--- config.mk ---
export PLATFORM = sky130hd
export DESIGN_NAME = otq_cell
export DESIGN_NICKNAME = d
export VERILOG_FILES = /design/src/design/ordered_timer_queue_defines.svh /design/src/design/otq_pkg.sv /design/src/design/otq_cell.sv
export SDC_FILE = /design/constraint.sdc
export NUM_CORES = 1
export LEC_CHECK = 0
export ABC_AREA = 1
export BUFFER_PORTS_ARGS = -buffer_cell sky130_fd_sc_hd__buf_2
export CAP_MARGIN = 20
export CORE_AREA = 2 2 130 132
export CTS_CLUSTER_SIZE = 10
export DETAILED_ROUTE_END_ITERATION = 8
export DIE_AREA = 0 0 132 134
export PLACE_DENSITY = 0.81
export SETUP_SLACK_MARGIN = 0.3
export SLEW_MARGIN = 20
export SYNTH_ARGS = -nofsm -noshare
export SYNTH_HDL_FRONTEND = slang
export SYNTH_SLANG_ARGS = --single-unit
--- constraint.sdc ---
create_clock -name clk -period 4.8 [get_ports clk]
set_clock_uncertainty 0.2 [all_clocks]
set_input_delay 0.96 -clock clk [delete_from_list [all_inputs] [get_ports clk]]
set_output_delay 0.96 -clock clk [all_outputs]
set_load 0.01 [all_outputs]
--- src/design/ordered_timer_queue_defines.svh ---
// Assertion macros for the timer queue.
`ifndef ORDERED_TIMER_QUEUE_DEFINES_SVH
`define ORDERED_TIMER_QUEUE_DEFINES_SVH

`ifndef SYNTHESIS
`define OTQ_ASSERT(label, prop, msg) \
	label: assert property (@(posedge clk) disable iff (!arst_n) prop) else $error(msg);
`define OTQ_ASSERT_RST(label, prop, msg) \
	label: assert property (@(posedge clk) prop) else $error(msg);
`else
`define OTQ_ASSERT(label, prop, msg)
`define OTQ_ASSERT_RST(label, prop, msg)
`endif

`endif

--- src/design/otq_pkg.sv ---
`timescale 1ns / 1ps
`default_nettype none
package otq_pkg;

	localparam int EXP_W = 48;
	localparam int ID_W  = 32;
	localparam int DLY_W = 32;

	localparam logic [1:0] MODE_ADD    = 2'd0;
	localparam logic [1:0] MODE_CANCEL = 2'd1;
	localparam logic [1:0] MODE_CHECK  = 2'd2;

	localparam logic [1:0] ST_OK   = 2'd0;
	localparam logic [1:0] ST_MISS = 2'd1;
	localparam logic [1:0] ST_FULL = 2'd2;

	typedef enum logic [1:0] {
		S_IDLE,
		S_CMP,
		S_MOVE,
		S_DONE
	} otq_state_t;

	typedef enum logic [1:0] {
		CMD_HOLD,
		CMD_CMP,
		CMD_MOVE
	} otq_cmd_t;

	typedef struct packed {
		logic [EXP_W-1:0] expire;
		logic [ID_W-1:0]  id;
	} otq_key_t;

	typedef struct packed {
		logic     valid;
		otq_key_t key;
	} otq_entry_t;

	typedef struct packed {
		otq_cmd_t cmd;
		logic     ins;
		logic     del;
		logic     pop;
	} otq_ctrl_t;

endpackage
`default_nettype wire

--- src/design/otq_cell.sv ---
`timescale 1ns / 1ps
`default_nettype none
module otq_cell (
	input  wire                 clk,
	input  wire                 arst_n,
	input  otq_pkg::otq_ctrl_t  ctrl,
	input  otq_pkg::otq_key_t   key,
	input  otq_pkg::otq_entry_t left,
	input  wire                 left_gt,
	input  otq_pkg::otq_entry_t right,
	output otq_pkg::otq_entry_t ent,
	output logic                gt,
	output logic                match
);
	import otq_pkg::*;

	logic     valid_q;
	otq_key_t key_q;
	logic     lt_q;
	logic     eq_q;
	logic     lt;
	logic     eq;
	logic     ge;
	logic     take_new;
	logic     take_left;
	logic     take_right;

	// request key strictly before the stored key
	always_comb begin
		if (key.expire != key_q.expire) begin
			lt = key.expire < key_q.expire;
		end else begin
			lt = key.id < key_q.id;
		end
		eq = (key == key_q);
	end

	assign gt    = !valid_q || lt_q;
	assign ge    = valid_q && (lt_q || eq_q);
	assign match = valid_q && eq_q;

	assign take_new   = ctrl.ins && gt && !left_gt;
	assign take_left  = ctrl.ins && gt && left_gt;
	assign take_right = (ctrl.del && ge) || ctrl.pop;

	always_ff @(posedge clk or negedge arst_n) begin
		if (!arst_n) begin
			valid_q <= 1'b0;
			lt_q    <= 1'b0;
			eq_q    <= 1'b0;
		end else begin
			case (ctrl.cmd)
				CMD_CMP: begin
					lt_q <= lt;
					eq_q <= eq;
				end
				CMD_MOVE: begin
					if (take_new) begin
						valid_q <= 1'b1;
					end else if (take_left) begin
						valid_q <= left.valid;
					end else if (take_right) begin
						valid_q <= right.valid;
					end
				end
				default: begin
				end
			endcase
		end
	end

	always_ff @(posedge clk) begin
		if (ctrl.cmd == CMD_MOVE) begin
			if (take_new) begin
				key_q <= key;
			end else if (take_left) begin
				key_q <= left.key;
			end else if (take_right) begin
				key_q <= right.key;
			end
		end
	end

	assign ent.valid = valid_q;
	assign ent.key   = key_q;

endmodule
`default_nettype wire

==> results_dict.tcl, run 1 <==
set metrics [dict create \
    cpMaxStageDelayCell "clkinv_2" \
    multi_input_area_um2 3198 \
    antenna_found_initial 2 \
    post_drt_via_cell_ratio 4.775 \
    synthCells 822 \
    wl_per_cell_um 14.71 \
    first_pass_iters 5 \
    grt_max_degree 81 \
    synth_compound_area_share_pct 4.272 \
    end_kind "register" \
    maxSlewHeadroom_pct 43.39 \
    slew_violations 0 \
    synth_fa_ha_area_share_pct 15.90 \
    regArea_um2 2477 \
    fmax_mhz 333.0 \
    fp.dieW_um 132 \
    gp_congestion 0.8788 \
    dieArea_um2 17690 \
    wl_mm 20.16 \
    rsz0062_at_grt "no" \
    synth.avg_cell_area_um2 7.661 \
    synth_area_um2 6297 \
    grt_pass1_wl_mm 30.96 \
    dr.first_iter.drc_count 265 \
    postCtsResizedCells 0 \
    crit_required_ps 4640 \
    fillers 1577 \
    dp.cells 1353 \
    ys.flop_type "edfxtp_1" \
    fin_cells 1370 \
    yosys.cell_types.count 28 \
    cts.clk_slew.worst_paths_ps 60 \
    ys_seq_area_share_pct 39.34 \
    layout_commonest_cell "nand2_1" \
    outcome "finished clean" \
    yosysTopAreaCell "edfxtp_1" \
    die_y_um 134 \
    grt_pass1_vias 6315 \
    hp-class "primary input to async pin" \
    cts_max_level 3 \
    setup-tns-final_ps 0 \
    cts_tree "yes" \
    ctsHoldBuffers 0 \
    cts_buffer_depth 2 \
    cts.sinks 83 \
    yosys.area_share.simple_pct 30.62 \
    period_needed_ps 3003 \
    yosys_warnings 0 \
    hold_slack_ps 220.9 \
    cp_slowest_stage_delay_ps 570 \
    portBuffers 332 \
    layout-drive-gt1-share_pct 31.77 \
    path_class "primary input to register" \
    cp.arrival_ps 2850 \
    synth_top_family_by_area "simple AND/OR/NAND/NOR gates" \
    cellPowerDensity_nw_per_um2 278.1 \
    layout_common_cells "nand2_1 (341), buf_2 (332), inv_1 (115)" \
    path_delay_family "buffers and inverters" \
    dp_hpwl_mm 16.22 \
    synth-xor-area-share_pct 0 \
    rr_worst_depth 9 \
    reg2reg_to "ent[75]$_DFFE_PP_" \
    via_count 6542 \
    finalHoldViolCount 0 \
    vdd_drop_max_v 0.0001970 \
    synth_edf_count 80 \
    area_growth_pct 34.15 \
    track_usage_pct 22.25 \
    syn_nets 1152 \
    postCtsSetupBuffers 0 \
    nNetsFinal 1474 \
    start_util_pct 38.66 \
    cp-start-kind "primary input" \
    critical_path.cell_chain "buf_2, nand2_4, inv_2, nor2_1, nand2_1, nand3_1, clkinv_2, buf_4" \
    ys_async_sr_fraction_pct 3.614 \
    numCtsBuffers 9 \
    path_max_fanout 36 \
    period_share_pct 62.57 \
    drc 0 \
    antenna_left 0 \
    ys_seq_elements 83 \
    synth_top_area_share_pct 38.15 \
    rows 47 \
    clock-root-buffer "clkbuf_16" \
    coreArea_um2 16290 \
    setup_violations 0 \
    overflow 0 \
    rr_startpoint "lt_q$_DFFE_PN0N_" \
    clk_latency_ps 340 \
    num_io_pins 333 \
    synth.area.mux_share_pct 0 \
    synth_area_leaders "edfxtp_1 (38%), nand2_1 (20%), ha_1 (16%)" \
    drv_cap 0 \
    worst_slew_pin_slew_ps 847.2 \
    critPathBufInv 4 \
    r2r_slack_ps 1990 \
    power_leakage_nw 4.612 \
]
-- worst max-delay path by stage --
stage,startpoint,endpoint,slack (ps),cells past startpoint
floorplan,ctrl[2],ent[0]$_DFFE_PP_,1330,6
finish,ctrl[2],ent[75]$_DFFE_PP_,1800,8
global placement,ctrl[2],ent[77]$_DFFE_PP_,1470,8
global route,ctrl[2],ent[75]$_DFFE_PP_,1640,8
detailed placement,ctrl[2],ent[76]$_DFFE_PP_,1430,8
CTS,ctrl[2],ent[75]$_DFFE_PP_,1790,8
-- cell families after synthesis --
family                   after synthesis
AO/OA/AOI/OAI                         49
flip-flops                            83
AND/OR/NAND/NOR                      467
buffers and inverters                143
adder cells (fa/ha/maj)               80
-- synth_stat cells (2+ instances only) --
| cell type | n |
|---|---|
| clkbuf_1 | 8 |
| buf_4 | 2 |
| dfrtp_1 | 3 |
| nor2_1 | 23 |
| a21oi_1 | 31 |
| inv_1 | 116 |
| ha_1 | 80 |
| edfxtp_1 | 80 |
| nand3_1 | 85 |
| o211ai_1 | 3 |
| o21a_1 | 2 |
| buf_6 | 9 |
| nand2_1 | 341 |
| o21ai_0 | 8 |
| buf_2 | 6 |
| nand4_1 | 4 |
| nor2_4 | 2 |
| nand2_2 | 3 |
| a21o_1 | 3 |
| nor2_2 | 5 |
-- stage by stage --
stage	utilization, %	instance area [µm²]	setup slack [ps]	power [mW]
after floorplan	-	6297	1330	1.269
after global placement	49.66	8089	1473	1.498
after detailed placement	49.66	8089	1429	1.520
after CTS	51.85	8446	1788	2.368
after global routing	51.86	8448	1636	2.478
final	51.86	8448	1797	2.349
-- per-layer routing --
metal  part of all wire, %  global-route usage [%]  vias to the layer above
li1                      -                       -                     3292
met1                    39                   25.30                     2914
met2                    51                   41.78                      302
met3                   7.3                   4.686                       32
met4                   2.1                   6.703                        2
met5                 0.074                       0                        -
-- where the power goes --
group          leakage, nW  switching, mW  internal (mW)
clock                0.172          0.291          0.558
sequential           0.785         0.0288          0.875
combinational         3.66          0.353          0.244
-- layout make-up --
cell class / count / share of cell area [%]
antenna: 1 / 0.02962
multi-input combinational: 596 / 37.86
sequential: 83 / 29.32
clock buffer: 10 / 2.710
inverter: 118 / 5.287
tap: 220 / 3.258
timing repair buffer: 336 / 20.02
clock inverter: 6 / 1.511
-- registers in the layout, summed over array words and instances, names as in the netlist --
name / count
lt_q: 1
valid_q: 1
ent: 80
eq_q: 1
Note: power is estimated with default switching activity, not from simulation.
==> run 2: changes to the inputs <==
Settings changed: PLACE_DENSITY 0.81 to 0.84.
Clock period 4.8 ns to 2.46 ns, I/O delays scaled along.
==> run 2 against run 1 <==
Compared with the run above: flip-flop and latch count unchanged; clock power increased by 59%; worst setup slack got worse by 1300 ps; die area unchanged; hold slack got worse by 4.7 ps; register-to-register slack got worse by 1500 ps; clock-buffer cell count unchanged; power increased by 83%; global-route usage increased by 0.60 points; wire length increased by 0.56%; critical path type is now register to register; largest cell class unchanged.
==> results_dict.tcl, run 2 (synthesis gave the netlist of run 1 again) <==
set metrics [dict create \
    dieArea_um2 17690 \
    first_pass_iters 4 \
    cp.arrival_ps 2010 \
    r2r_slack_ps 480 \
    pre_cts_ws_ps 228.1 \
    track_usage_pct 22.85 \
    rows 47 \
    die_y_um 134 \
    largest_reg_flops 80 \
    cts.sinks 83 \
    wl_per_cell_um 14.75 \
    grt_max_degree 81 \
    dp_hpwl_mm 16.43 \
    outcome "finished clean" \
    grt_pass1_vias 6546 \
    rr_worst_depth 13 \
    hp-class "primary input to register" \
    antenna_left 0 \
    period_share_pct 80.52 \
    overflow 0 \
    portBuffers 332 \
    cts_tree "yes" \
    fillers 1579 \
    grt_pass1_wl_mm 31.60 \
    dr.first_iter.drc_count 305 \
    setup_ws_ps 479.1 \
    path_class "register to register" \
    cp-start-kind "register" \
    clk_latency_ps 350 \
    wl_mm 20.27 \
    finalHoldViolCount 0 \
    cellPowerDensity_nw_per_um2 507.9 \
    post_drt_via_cell_ratio 4.790 \
    clock-root-buffer "clkbuf_16" \
    num_io_pins 333 \
    layout-drive-gt1-share_pct 32.38 \
    cts_max_level 3 \
    area_growth_pct 34.51 \
    end_kind "register" \
    period_needed_ps 1981 \
    crit_required_ps 2490 \
    layout_common_cells "nand2_1 (340), buf_2 (332), inv_1 (115)" \
    start_util_pct 38.66 \
    hold_depth 3 \
    drv_cap 0 \
    drc 0 \
    vdd_drop_max_v 0.0003041 \
    gp_congestion 0.8871 \
    p_total_mw 4.302 \
    path_max_fanout 3 \
    cts.clk_slew.worst_paths_ps 60 \
    via_count 6581 \
    nNetsFinal 1478 \
    numCtsBuffers 9 \
    slew_violations 0 \
    antenna_found_initial 2 \
    power_leakage_nw 4.600 \
    maxSlewHeadroom_pct 58.55 \
    rsz0062_at_grt "no" \
    setup_violations 0 \
    cts_buffer_depth 2 \
    layout_commonest_cell "nand2_1" \
    fp.dieW_um 132 \
    worst_slew_pin_slew_ps 621.7 \
    fmax_mhz 504.8 \
    coreArea_um2 16290 \
]
run 2: cell types whose count changed in the layout (fill, tap and decap cells not counted), moves of 2 or more:
cell        before  now
buf_12           0    3
bufinv_16        4    1
clkinv_1         2    0
clkinvlp_4       0    3
nor2_1          23   21
run 2: power by group:
part / leakage [nW] / total (mW) / internal [mW] / switching, mW
logic: 3.68 / 1.20 / 0.492 / 0.705
registers: 0.785 / 1.76 / 1.70 / 0.0510
clock network: 0.134 / 1.35 / 0.778 / 0.572
total: 4.60 / 4.30 / 2.97 / 1.33
run 2: layout make-up:
type	count	area, µm²	area share, %
multi-input cells	596	3216	37.96
clock buffers	10	229.0	2.703
well taps	220	275.3	3.250
diodes	2	5.005	0.05908
clock inverters	5	55.05	0.6499
inverters	118	451.7	5.332
repair buffers	340	1762	20.80
flip-flops and latches	83	2477	29.25
run 2: final timing paths:
path,from,end
min in group asynchronous,arst_n,lt_q$_DFFE_PN0N_
setup reg to reg,ent[79]$_DFFE_PP_,lt_q$_DFFE_PN0N_
hold reg to reg,eq_q$_DFFE_PN0N_,eq_q$_DFFE_PN0N_
max in group asynchronous,arst_n,valid_q$_DFFE_PN0P_
setup / recovery,ent[79]$_DFFE_PP_,lt_q$_DFFE_PN0N_
hold / removal,left[41],ent[41]$_DFFE_PP_
run 2: layer usage:
layer | vias to the layer above | track usage (%) | share of wire (%) | wire length (µm)
met5 | - | 0 | 0 | 0
met4 | 0 | 11.35 | 3.5 | 717
met3 | 43 | 5.518 | 7.8 | 1581
met2 | 299 | 42.07 | 51 | 10310
met1 | 2937 | 24.46 | 38 | 7665
li1 | 3302 | - | - | -
run 2: timing repair:
item                                   4_1_cts  5_1_grt
gates resized for setup                      0        5
endpoints found under the hold margin        3        0
hold buffers                                 1        0
setup buffers                                0        0
setup endpoints to repair                    0       68
run 2: worst max-delay path, stage by stage (launching register included):
cell and delay (ps):
edfxtp_1 360, inv_1 50, ha_1 280, nand2_1 80, nor2_2 150, nand2_2 100, nor2_4 160, nand2_2 90
nor2_4 130, nor2_2 60, nand3_2 60, nand2_1 40, nand2_1 50, nand2_1 50
run 2: stage by stage:
step / util (%) / hold slack (ps) / setup TNS, ps / area (µm²) / cells
finish: 52.00 / 216.2 / 0 / 8471 / 1374
global route: 52.00 / 217.2 / 0 / 8471 / 1374
CTS: 51.88 / 204.8 / 0 / 8451 / 1372
detailed placement: 50.07 / 88.87 / 0 / 8157 / 1356
global placement: 50.07 / 89.06 / 0 / 8157 / 1356
floorplan: - / -3.591 / -15610 / 6306 / 822
==> run 3: changes to the inputs <==
Settings changed: CORE_AREA 2 2 130 132 to 2 2 128 130, DIE_AREA 0 0 132 134 to 0 0 130 132, PLACE_DENSITY 0.84 to 0.83.
Clock period 2.46 ns to 1.9 ns, I/O delays scaled along.
==> run 3 against run 2 <==
Compared with the run above: largest cell class unchanged; combinational power increased by 130%; cell count increased by 6.7%; non-clock buffer count increased by 96; the flow now finishes with violations (setup timing); sequential share of layout area decreased by 7.4 points; largest power group is now combinational cells.
==> results_dict.tcl, run 3 (synthesis gave the netlist of run 1 again) <==
set metrics [dict create \
    portBuffers 332 \
    hp-class "primary input to register" \
    finalHoldViolCount 0 \
    crit_required_ps 1810 \
    rows 46 \
    fp.dieW_um 130 \
    grt_pass1_wl_mm 40.80 \
    post_drt_via_cell_ratio 5.117 \
    first_pass_iters 5 \
    power_leakage_nw 6.335 \
    vdd_drop_max_v 0.0003960 \
    setup-tns-final_ps -5015 \
    cpMaxStageDelayCell "dfrtp_1" \
    largest_reg_flops 80 \
    fillers 1114 \
    crit_top_cell "nand2_2" \
    nNetsFinal 1575 \
    maxSlewHeadroom_pct 83.81 \
    die_y_um 132 \
    gp_congestion 0.8424 \
    layout_commonest_cell "buf_2" \
    area_growth_pct 80.45 \
    r2r_slack_ps -90 \
    violations "setup timing" \
    setup_ws_ps -89.47 \
    outcome "finished with violations" \
    start_util_pct 40.08 \
    path_max_fanout 5 \
    cts_buffer_depth 2 \
    wl_per_cell_um 19.65 \
    end_kind "register" \
    antenna_found_initial 1 \
    n_antenna_cell 0 \
    slew_violations 0 \
    critical_path.cell_chain "inv_1, nand2_2, nand2_4, inv_4, nor2_4, nand2_2, nand3_4, clkinvlp_4, buf_12, bufbuf_16" \
    numCtsBuffers 9 \
    layout-drive-gt1-share_pct 52.96 \
    path_class "register to register" \
    num_io_pins 333 \
    regArea_um2 2477 \
    drc 0 \
    rsz0062_at_grt "yes" \
    cp_slowest_stage_delay_ps 390 \
    grt_max_degree 25 \
    multi_input_area_um2 4457 \
    grt_pass1_vias 7697 \
    worst_slew_pin_slew_ps 241.2 \
    clock-root-buffer "clkbuf_16" \
    drv_cap 0 \
    antenna_left 0 \
    track_usage_pct 31.54 \
    overflow 0 \
    layout_common_cells "buf_2 (318), nand2_1 (248), inv_1 (111)" \
    wl_mm 28.80 \
    setup_violations 86 \
    cts.clk_slew.worst_paths_ps 70 \
    dp.cells 1377 \
    dr.first_iter.drc_count 385 \
    cp-start-kind "register" \
    cts_max_level 3 \
    period_share_pct 104.7 \
    period_needed_ps 1989 \
    via_count 7502 \
    coreArea_um2 15710 \
    dp_hpwl_mm 16.70 \
    cp.arrival_ps 1900 \
    cellPowerDensity_nw_per_um2 589.9 \
    fin_cells 1466 \
    dieArea_um2 17160 \
    hold_slack_ps 117.7 \
    cts.sinks 83 \
    fmax_mhz 502.6 \
    clk_latency_ps 350 \
    cts_tree "yes" \
]
## run 3: cell count changes in the layout (fill, tap and decap cells not counted), moves of 8 or more
cell,delta
nand2_2,+11
buf_12,+13
buf_6,+34
nor2_1,-8
buf_4,+30
nand2_4,+80
nand3_1,-81
nand3_2,+80
buf_2,-14
buf_16,+26
nand2_1,-92
ha_1,-10
ha_4,+10
## run 3: layer usage
metal | track usage [%] | part of all wire, %
met4 | 15.71 | 3.4
met2 | 56.66 | 52
met1 | 34.22 | 37
met5 | 0 | 0.038
met3 | 7.386 | 7.4
## run 3: worst max-delay path: cells and delay by family (launching register included)
kind	cells	cell delay [ps]
buffers and inverters	5	720
AND/OR/NAND/NOR	5	450
flip-flops	1	390
## run 3: report_power, final
group	switching (mW)	internal [mW]
clock network	0.748	0.869
registers	0.0695	2.21
logic	1.47	1.34
## run 3: layout make-up
| cell class | count | area share [%] |
|---|---|---|
| Clock buffer | 11 | 2.048 |
| Timing Repair Buffer | 436 | 30.17 |
| Multi-Input combinational cell | 596 | 39.22 |
| Tap cell | 216 | 2.378 |
| Inverter | 118 | 4.063 |
| Sequential cell | 83 | 21.80 |
| Timing Repair inverter | 1 | 0.1431 |
| Clock inverter | 5 | 0.1762 |
## run 3: worst paths after layout
check,depth (start not counted),to,start
hold / removal,3,ent[61]$_DFFE_PP_,left[61]
setup reg to reg,10,ent[75]$_DFFE_PP_,lt_q$_DFFE_PN0N_
min in group asynchronous,2,lt_q$_DFFE_PN0N_,arst_n
setup / recovery,10,ent[75]$_DFFE_PP_,lt_q$_DFFE_PN0N_
hold reg to reg,2,eq_q$_DFFE_PN0N_,eq_q$_DFFE_PN0N_
max in group asynchronous,2,eq_q$_DFFE_PN0N_,arst_n
## run 3: repair_timing
action / in CTS / in global routing
setup endpoints to repair: 172 / 175
gates resized for setup: 239 / 136
endpoints found under the hold margin: 3 / 0
hold buffers: 1 / 0
buffers inserted: 29 / 14
cloned: 25 / 4
pin swaps: 99 / 97
## run 3: per-stage QoR
step	total power, mW	area [µm²]	util [%]	setup slack (ps)
2_1_floorplan	3.206	6306	-	-755.1
3_3_place_gp	3.894	8402	53.47	-161.1
3_5_place_dp	3.949	8402	53.47	-194.3
4_1_cts	6.368	10540	67.10	-30.06
5_1_grt	7.002	11360	72.32	-170.9
6_report	6.703	11360	72.32	-89.47
